--- config.mk ---
export PLATFORM = sky130hd
export DESIGN_NAME = well512_random_generator_unit
export DESIGN_NICKNAME = d
export VERILOG_FILES = /design/src/design/wrg_pkg.sv /design/src/design/wrg_pool.sv /design/src/design/wrg_core.sv /design/src/design/well512_random_generator_unit.sv
export VERILOG_INCLUDE_DIRS = /design/src /design/src/design
export SDC_FILE = /design/constraint.sdc
export NUM_CORES = 2
export LEC_CHECK = 0
export ABC_AREA = 1
export BUFFER_PORTS_ARGS = -buffer_cell sky130_fd_sc_hd__clkbuf_2
export CAP_MARGIN = 10
export CELL_PAD_IN_SITES_DETAIL_PLACEMENT = 0
export CELL_PAD_IN_SITES_GLOBAL_PLACEMENT = 1
export CORE_MARGIN = 5
export CORE_UTILIZATION = 54
export DETAILED_ROUTE_END_ITERATION = 12
export PLACE_DENSITY_LB_ADDON = 0.1
export REMOVE_ABC_BUFFERS = 1
export SLEW_MARGIN = 30
export SYNTH_ARGS = -nofsm -noshare
export SYNTH_HDL_FRONTEND = slang
export SYNTH_SLANG_ARGS = --single-unit
export TNS_END_PERCENT = 10
--- constraint.sdc ---
create_clock -name clk -period 11.6 [get_ports clk]
set_input_delay 1.16 -clock clk [delete_from_list [all_inputs] [get_ports clk]]
set_output_delay 1.16 -clock clk [all_outputs]
set_load 0.05 [all_outputs]
--- src/design/well512_random_generator_unit_macros.svh ---
// Assertion macros shared by the generator RTL
`ifndef WELL512_RANDOM_GENERATOR_UNIT_MACROS_SVH
`define WELL512_RANDOM_GENERATOR_UNIT_MACROS_SVH

// check consequent in the same cycle
`define WRG_ASSERT_NOW(label, ante, cons, msg) \
  label: assert property (@(posedge clk) disable iff (rst) (ante) |-> (cons)) \
    else $error(msg);

// check consequent in the next cycle
`define WRG_ASSERT_NEXT(label, ante, cons, msg) \
  label: assert property (@(posedge clk) disable iff (rst) (ante) |=> (cons)) \
    else $error(msg);

`endif

--- src/design/wrg_pkg.sv ---
// Shared types and constants of the WELL512 generator
`timescale 1ns / 1ps

package wrg_pkg;

  localparam int POOL_DEPTH = 16;
  localparam int ADDR_W     = $clog2(POOL_DEPTH);
  localparam int WORD_W     = 32;

  typedef logic [ADDR_W-1:0] addr_t;
  typedef logic [WORD_W-1:0] word_t;

  localparam word_t SEED_RESET  = 32'd1;
  localparam word_t TEMPER_MASK = 32'hDA44_2D24;
  localparam addr_t OFF_FAR     = ADDR_W'(13);
  localparam addr_t OFF_MID     = ADDR_W'(9);
  localparam addr_t OFF_PREV    = ADDR_W'(15);

  typedef struct packed {
    logic  en;
    addr_t pos;
  } rd_req_t;

  typedef struct packed {
    logic  en;
    addr_t addr;
    word_t data;
  } wr_req_t;

  typedef struct packed {
    logic busy;
    logic fire;
  } core_stat_t;

endpackage

--- src/design/wrg_pool.sv ---
// State word pool: two replicated memories with reseed valid bits
`timescale 1ns / 1ps

module wrg_pool (
  input  logic            clk,
  input  logic            rst,
  input  logic            clear,
  input  wrg_pkg::word_t  seed,
  input  wrg_pkg::rd_req_t rd,
  input  wrg_pkg::wr_req_t wr,
  output wrg_pkg::word_t  far_word,
  output wrg_pkg::word_t  mid_word,
  output wrg_pkg::word_t  prev_word
);
  import wrg_pkg::*;

  word_t mem_a [POOL_DEPTH];
  word_t mem_b [POOL_DEPTH];
  logic [POOL_DEPTH-1:0] valid;

  addr_t addr_far;
  addr_t addr_mid;
  addr_t addr_prev;

  word_t q_far, q_mid, q_prev;
  word_t dflt_far, dflt_mid, dflt_prev;
  logic  v_far, v_mid, v_prev;

  assign addr_far  = rd.pos + OFF_FAR;
  assign addr_mid  = rd.pos + OFF_MID;
  assign addr_prev = rd.pos + OFF_PREV;

  always_ff @(posedge clk) begin
    if (wr.en) begin
      mem_a[wr.addr] <= wr.data;
      mem_b[wr.addr] <= wr.data;
    end
  end

  always_ff @(posedge clk) begin
    if (rst || clear) begin
      valid <= '0;
    end else if (wr.en) begin
      valid[wr.addr] <= 1'b1;
    end
  end

  always_ff @(posedge clk) begin
    if (rd.en) begin
      q_far     <= mem_a[addr_far];
      q_mid     <= mem_a[addr_mid];
      q_prev    <= mem_b[addr_prev];
      v_far     <= valid[addr_far];
      v_mid     <= valid[addr_mid];
      v_prev    <= valid[addr_prev];
      dflt_far  <= seed * {{(WORD_W-ADDR_W){1'b0}}, addr_far};
      dflt_mid  <= seed * {{(WORD_W-ADDR_W){1'b0}}, addr_mid};
      dflt_prev <= seed * {{(WORD_W-ADDR_W){1'b0}}, addr_prev};
    end
  end

  assign far_word  = v_far  ? q_far  : dflt_far;
  assign mid_word  = v_mid  ? q_mid  : dflt_mid;
  assign prev_word = v_prev ? q_prev : dflt_prev;

endmodule

--- src/design/wrg_core.sv ---
// Recurrence stage, current-word register and output register
`timescale 1ns / 1ps

module wrg_core (
  input  logic              clk,
  input  logic              rst,
  input  logic              clear,
  input  wrg_pkg::rd_req_t  rd,
  input  wrg_pkg::word_t    far_word,
  input  wrg_pkg::word_t    mid_word,
  input  wrg_pkg::word_t    prev_word,
  output wrg_pkg::wr_req_t  wr,
  output wrg_pkg::core_stat_t stat,
  output logic              in_ready,
  output logic              out_valid,
  input  logic              out_ready,
  output wrg_pkg::word_t    out_word
);
  import wrg_pkg::*;

  logic  s1_valid;
  addr_t s1_pos;
  word_t cur;
  logic  fire;

  word_t b, c, a_new, d, w;

  always_comb begin
    b     = cur ^ far_word ^ (cur << 16) ^ (far_word << 15);
    c     = mid_word ^ (mid_word >> 11);
    a_new = b ^ c;
    d     = a_new ^ ((a_new << 5) & TEMPER_MASK);
    w     = prev_word ^ b ^ d ^ (prev_word << 2) ^ (b << 18) ^ (c << 28);
  end

  assign fire     = s1_valid && (!out_valid || out_ready);
  assign in_ready = !s1_valid || fire;

  assign wr.en    = fire;
  assign wr.addr  = s1_pos;
  assign wr.data  = a_new;

  assign stat.busy = s1_valid;
  assign stat.fire = fire;

  always_ff @(posedge clk) begin
    if (rst || clear) begin
      s1_valid <= 1'b0;
    end else if (rd.en) begin
      s1_valid <= 1'b1;
    end else if (fire) begin
      s1_valid <= 1'b0;
    end
  end

  always_ff @(posedge clk) begin
    if (rd.en) begin
      s1_pos <= rd.pos;
    end
  end

  always_ff @(posedge clk) begin
    if (rst || clear) begin
      cur <= '0;
    end else if (fire) begin
      cur <= w;
    end
  end

  always_ff @(posedge clk) begin
    if (rst || clear) begin
      out_valid <= 1'b0;
    end else if (fire) begin
      out_valid <= 1'b1;
    end else if (out_ready) begin
      out_valid <= 1'b0;
    end
  end

  always_ff @(posedge clk) begin
    if (fire) begin
      out_word <= w;
    end
  end

endmodule

--- src/design/well512_random_generator_unit.sv ---
// Top level of the WELL512 pseudo-random word generator
//
//   channel   | dir | content
//   s_axis    | in  | tdata[7:0]: bit 0 draw, bits 7:1 zero
//   m_axis    | out | tdata[31:0]: random_word
//   seed_we   | in  | seed register write, data on seed_wdata
//
// One word per cycle while m_axis_tready is high; a request passes the pool read and output registers.
// Pool reads three words a cycle from two replicated memories; one write per cycle.
// Reset and seed writes take effect at once: words not yet rewritten read seed * index.
// With m_axis_tready low, one more request is held in the compute stage, then
// s_axis_tready drops.
`timescale 1ns / 1ps

module well512_random_generator_unit (
  input  logic        clk,
  input  logic        rst,
  input  logic        s_axis_tvalid,
  output logic        s_axis_tready,
  input  logic [7:0]  s_axis_tdata,   // [0] draw
  output logic        m_axis_tvalid,
  input  logic        m_axis_tready,
  output logic [31:0] m_axis_tdata,   // [31:0] random_word
  input  logic        seed_we,
  input  logic [31:0] seed_wdata
);
  import wrg_pkg::*;
  `include "well512_random_generator_unit_macros.svh"

  word_t      seed;
  addr_t      position;
  logic       draw_go;
  rd_req_t    rd;
  wr_req_t    wr;
  core_stat_t stat;
  word_t      far_word, mid_word, prev_word;

  assign draw_go = s_axis_tvalid && s_axis_tready && s_axis_tdata[0];
  assign rd.en   = draw_go;
  assign rd.pos  = position;

  always_ff @(posedge clk) begin
    if (rst) begin
      seed <= SEED_RESET;
    end else if (seed_we) begin
      seed <= seed_wdata;
    end
  end

  always_ff @(posedge clk) begin
    if (rst || seed_we) begin
      position <= '0;
    end else if (draw_go) begin
      position <= position - ADDR_W'(1);
    end
  end

  wrg_pool u_pool (
    .clk       (clk),
    .rst       (rst),
    .clear     (seed_we),
    .seed      (seed),
    .rd        (rd),
    .wr        (wr),
    .far_word  (far_word),
    .mid_word  (mid_word),
    .prev_word (prev_word)
  );

  wrg_core u_core (
    .clk       (clk),
    .rst       (rst),
    .clear     (seed_we),
    .rd        (rd),
    .far_word  (far_word),
    .mid_word  (mid_word),
    .prev_word (prev_word),
    .wr        (wr),
    .stat      (stat),
    .in_ready  (s_axis_tready),
    .out_valid (m_axis_tvalid),
    .out_ready (m_axis_tready),
    .out_word  (m_axis_tdata)
  );

  `WRG_ASSERT_NEXT(a_pos_step, draw_go && !seed_we, position == ($past(position) - ADDR_W'(1)), "position did not step back")
  `WRG_ASSERT_NOW(a_no_rw_clash, wr.en && rd.en, (wr.addr != (rd.pos + OFF_FAR)) && (wr.addr != (rd.pos + OFF_MID)) && (wr.addr != (rd.pos + OFF_PREV)), "read hits word being written")
  `WRG_ASSERT_NOW(a_stall_busy, !s_axis_tready, stat.busy, "ready low with empty stage")
  `WRG_ASSERT_NEXT(a_fire_out, stat.fire && !seed_we, m_axis_tvalid, "result not presented")

endmodule

======== Word-level counts from Yosys, hierarchy flattened ========
Memory sizes are Yosys's and may differ from the RTL's. A register that Yosys moved wholly into a read port is not among the register bits.
Cells that the tools add are included.
word-level totals
  register bits ........................... 221
  memories kept ........................... 2
  output and inout bits ................... 34
  memory bits (writable) .................. 1024
  logic and storage cells ................. 68
operators by class
  bitwise gates (word level) .............. 12
  multipliers ............................. 3
  reductions and logical operators ........ 11
  magnitude comparators ................... 5
  add/subtract/negate cells ............... 4
  mux-type cells .......................... 17
memories
  name          depth  width  rd ports  clocked after Yosys merged registers in  wr ports  line            source
  u_pool.mem_a  16     32     2         2                                        1         wrg_pool.sv:17  word_t mem_a [POOL_DEPTH];
  u_pool.mem_b  16     32     1         1                                        1         wrg_pool.sv:18  word_t mem_b [POOL_DEPTH];
operator list
  operator             count
  $xor 32x32->32       10
  $mul 32x4->32        3
  $mux 32              3
  $xor 32x21->32       1
  $lt 4x5->1 const B   4
  $or 16x16->16        1
  $add 4x4->4 const B  3
  $bmux 1 s4           3
  $mux 1               10
  $demux 1 s4          1
  $ge 4x1->1 const B   1
  $logic_and 1x1->1    4
  $reduce_bool 2->1    2
  $sub 4x1->4 const B  1
  $logic_or 1x1->1     3
  $logic_not 1->1      2

======== Depth between registers and ports, before layout ========
  depth in word-level cells ............... 10
  mapped depth ............................ 29
  gate-level depth less buffers ........... 21

======== Hierarchy ========
From an unflattened synthesis, not the netlist that was laid out.
second synthesis, totals
  cells, all modules ...................... 5753
  area total of the unflattened synthesis .. 50527.2 um2
modules (own cells, without submodules)
  module                         sequential area each (um2)  instances  area each (um2)  cells each
  wrg_pool                       21460.6                     1          44196.1          4921
  wrg_core                       1761.7                      1          4994.8           666
  well512_random_generator_unit  720.7                       1          1336.3           166

======== Least setup slack after synthesis ========
No wires, ideal clock.
  path kind ............................... in2reg
  from .................................... input port m_axis_tready
  to ...................................... register position[0]
  stages .................................. 6
  slack ................................... 5219 ps
  arrival ................................. 6246 ps
  setup time .............................. 135 ps
  buffers on the path ..................... 0
  path through ............................ inv_1 > nand3_1 > nand3_1 > inv_1 > o21ai_0 > a21oi_1
on the way
  longest elaborated chain between the ends .. 5
ends and longest elaborated chain
  what                            line                                 source
  from (decl)                     well512_random_generator_unit.sv:22  input logic m_axis_tready,
  $logic_or 1x1->1                wrg_core.sv:36                       assign fire = s1_valid && (!out_valid || out_ready);
  $logic_and 1x1->1               wrg_core.sv:36
  $logic_or 1x1->1                wrg_core.sv:37                       assign in_ready = !s1_valid || fire;
  named net s_axis_tready         well512_random_generator_unit.sv:19  output logic s_axis_tready,
  $logic_and 1x1->1 (2 in a row)  well512_random_generator_unit.sv:38  assign draw_go = s_axis_tvalid && s_axis_tready && s_axis_tdata[0];
  named net draw_go               well512_random_generator_unit.sv:32  logic draw_go;
  to (signal assigned)            well512_random_generator_unit.sv:54  position <= position - ADDR_W'(1);
  to (decl)                       well512_random_generator_unit.sv:31  addr_t position;
The timed path passes the listed nets, and every way through them passes these cells.
A chain may end at the register's enable or synchronous reset.

======== Worst setup path in the final report ========
  from .................................... register position[0]
  to ...................................... register u_pool.dflt_prev[19], data pin
on the way
  longest elaborated chain between the ends .. 2
ends and longest elaborated chain
  what                  line            source
  $add 4x4->4           wrg_pool.sv:31  assign addr_prev = rd.pos + OFF_PREV;
  $mul 32x4->32         wrg_pool.sv:58  dflt_prev <= seed * {{(WORD_W-ADDR_W){1'b0}}, addr_prev};
  to (signal assigned)  wrg_pool.sv:58
  to (decl)             wrg_pool.sv:26  word_t dflt_far, dflt_mid, dflt_prev;
Every way passes these cells.

==> results.md <==
- Cell taking the most area after synthesis: edfxtp_1
- CTS tree: yes
- Final Instance Area: ~54000 sq um
- CTS root buffer: clkbuf_16
- Clock edge transition at the registers on the reported setup and hold paths: approximately 0.060 ns
- Netlist cell types: between 40 and 50
- Top cells by area, synth: edfxtp_1 (45%), nand2_1 (12%), fa_1 (6.9%), inv_1 (4.8%), o21ai_0 (4.4%)
- Crit Path Class: reg2reg
- Vias: 39510
- # Post-CTS Setup Buffers: 0
- Drt total wl: between 150 and 200 mm
- Vias in the first global route: approximately 37000
- Total power: roughly 0.0089 W
- H-tree depth: 3
- CP peak stage delay: around 0.80 ns
- GPL Wtd Cong: between 0.9 and 1
- DRC viols: 0
- Fillers: ~8000
- Ys flop type: edfxtp_1
- Fin cells: about 6800
- Worst Hold Class: reg2reg
- RSZ-0062 raised after global routing: false
- CTS sink count: approximately 830
- Router iterations before antenna repair: 6
- Hold Fails Final Rpt: 0
- EDFF count, synth: 740
- Chip width: 312.5 um
- Max reg flops: 480
- DR iter-0 viols: about 4700
- CP top delay family: buffers and inverters
- Std cell rows: around 110
- Required time worst endpoint: about 12 ns
- Most common cell after layout, fill and taps aside: nand2_1
- Area of the die: 97630 sq um
- Final Skew: around 0.033 ns
- PwrDens: 164.5 nW/um^2
- Number of placed cells counting well taps: between 6000 and 7000
- # nets final: ~6000
- Most frequent cells in the layout: nand2_1 (1532), edfxtp_1 (740), inv_1 (630)
- First-pass GRT wire length: roughly 240 mm
- Number of buffers created by CTS: 92
- Slew @ Worst Pin: approximately 1.1 ns
- DPL Wire Length: around 110 mm
- Placed instance area: 50820 sq um
- Bufs and invs on worst path: 4
- Yosys Warn Count: 0
- Final ANT Viol Nets: 0
- #FFs+latches synth: 826
- Pleak: 22.56 nW
- Vias/cell: slightly below 6
- Hold Buf Count CTS: 0
- CP startpoint: position[0]
- GRT Total Usage: between 30% and 40%
- WL/cell: 24.69 um
- Syn Inst Count: around 5500
- Status: complete, no violations
- Setup crit end kind: register
- Maximum clock path buffer count: 3
- Seq/Total Area, Yosys: about 48%
- Post-CTS sizing: 0
- Initial Util: 54.14%
- R2r startpoint: position[0]
- Cell area after synthesis: just under 50000 sq um
- Skew-Pair Late Insertion Delay: ~0.7 ns
- Worst-path maximum fanout: 75
- Share of the synthesized area in the top cell type: around 45%
- Max_cap viols: 0
- Post-synth ARST share: 0%
- Die span in y: around 310 um
- P&R area growth vs syn: 9.030%
- Hold Startpoint: u_pool.valid[3]
- Fin crit period: 6.660 ns
- Initial antenna violation count: 5
- Post-route setup TNS: 0 ns
- Crit share post-route: a little under three fifths
- Layout cells sized above 1: under 10%
- Critical path launch point type: register
- Relative slew slack: 26.02%
- Syn Area/Cell: between 8 and 9 sq um
- Max Slew Vio Count: 0
- Remaining global-route overflow: 0
- VDD IR max: approximately 0.13 mV
- Worst path cell trace: inv_6, ha_4, xnor2_4, buf_4, clkinv_2, nand2_1, fa_1, inv_1, fa_1, ha_1, nand3_1, nand3_1, a21oi_1, o21ai_0, a21oi_1, xnor2_1
- Largest reg by FF count: u_pool.mem_b
- Top Ports: just under 80
- Critical path's slowest cell: dfxtp_4
- Core Region: between 90000 and 100000 sq um
- Port Buf Inserts: between 70 and 80
- Critical Path AT: 7.09 ns
- Final setup vio count: 0
- Largest net degree at the start of global routing: between 200 and 250
- Max Fclk: 150.2 MHz
## through the flow
step	utilization [%]	setup WS, ns	hold WS (ns)
2_1_floorplan	-	-12.46	0.4396
3_3_place_gp	55.65	5.090	0.4487
3_5_place_dp	55.69	5.044	0.4588
4_1_cts	58.97	5.036	0.4727
5_1_grt	59.02	4.716	0.4923
6_report	59.02	4.940	0.4713
## report_power, final
part | switching, W | leakage (nW) | total [W] | internal [W]
clock | 0.00125 | 1.45 | 0.00291 | 0.00166
combinational | 0.00166 | 13.7 | 0.00228 | 0.000625
sequential | 0.0000714 | 7.45 | 0.00366 | 0.00359
total | 0.00298 | 22.6 | 0.00886 | 0.00588
## synthesized netlist by cell type, types with 36 or more instances
cell and count:
nand2_1 1533, edfxtp_1 740, inv_1 637, nor2_1 536, o21ai_0 434, nand3_1 218, a21oi_1 206, fa_1 171
xor2_1 124, buf_2 105, mux2i_1 105, clkbuf_1 104, o211ai_1 104, ha_1 97, dfxtp_1 86, xnor2_1 83
a31oi_1 36
## final timing paths
check,end,slack (ns),depth (start not counted)
worst min-delay path,u_pool.valid[3],0.47,2
worst max-delay path,u_pool.dflt_prev[19],4.94,16
worst max register to register,u_pool.dflt_prev[19],4.94,16
worst min register to register,u_pool.valid[3],0.47,2
## cells by family after synthesis
| group | share of synthesized area (%) |
|---|---|
| adders and majority gates | 9.387 |
| AOI/OAI and AO/OA | 9.785 |
| muxes | 2.128 |
| buffers and inverters | 7.328 |
| DFF | 48.47 |
| and+or+nand+nor | 19.00 |
| xor gates and xnor gates | 3.901 |
## cell type report
| cell class | count | area [sq um] | share of cell area, % |
|---|---|---|---|
| Clock inverter | 46 | 447.9 | 0.8317 |
| Sequential cell | 826 | 23950 | 44.46 |
| Inverter | 648 | 2455 | 4.558 |
| Multi-Input combinational cell | 3828 | 22090 | 41.02 |
| Clock buffer | 121 | 2545 | 4.725 |
| Antenna cell | 1 | 2.502 | 0.004646 |
| Tap cell | 1186 | 1484 | 2.755 |
| Timing Repair Buffer | 138 | 882.1 | 1.638 |
## worst reg2reg max path: stages, from the launching register on
cell	delay [ns]
dfxtp_4	0.80
inv_6	0.47
ha_4	0.35
xnor2_4	0.60
buf_4	0.54
clkinv_2	0.64
nand2_1	0.27
fa_1	0.44
inv_1	0.08
fa_1	0.44
ha_1	0.29
nand3_1	0.08
nand3_1	0.21
a21oi_1	0.21
o21ai_0	0.62
a21oi_1	0.20
xnor2_1	0.17
## metal layers
| metal | vias up | global-route usage, % | share of wire [%] | wire length [um] |
|---|---|---|---|---|
| li1 | 18170 | - | - | - |
| met1 | 19050 | 47.81 | 41 | 69060 |
| met2 | 1964 | 52.93 | 45 | 75160 |
| met3 | 326 | 6.326 | 9.9 | 16580 |
| met4 | 0 | 12.02 | 4.1 | 6960 |
| met5 | - | 0 | 0 | 0 |
Note: power is estimated with default switching activity, not from simulation.
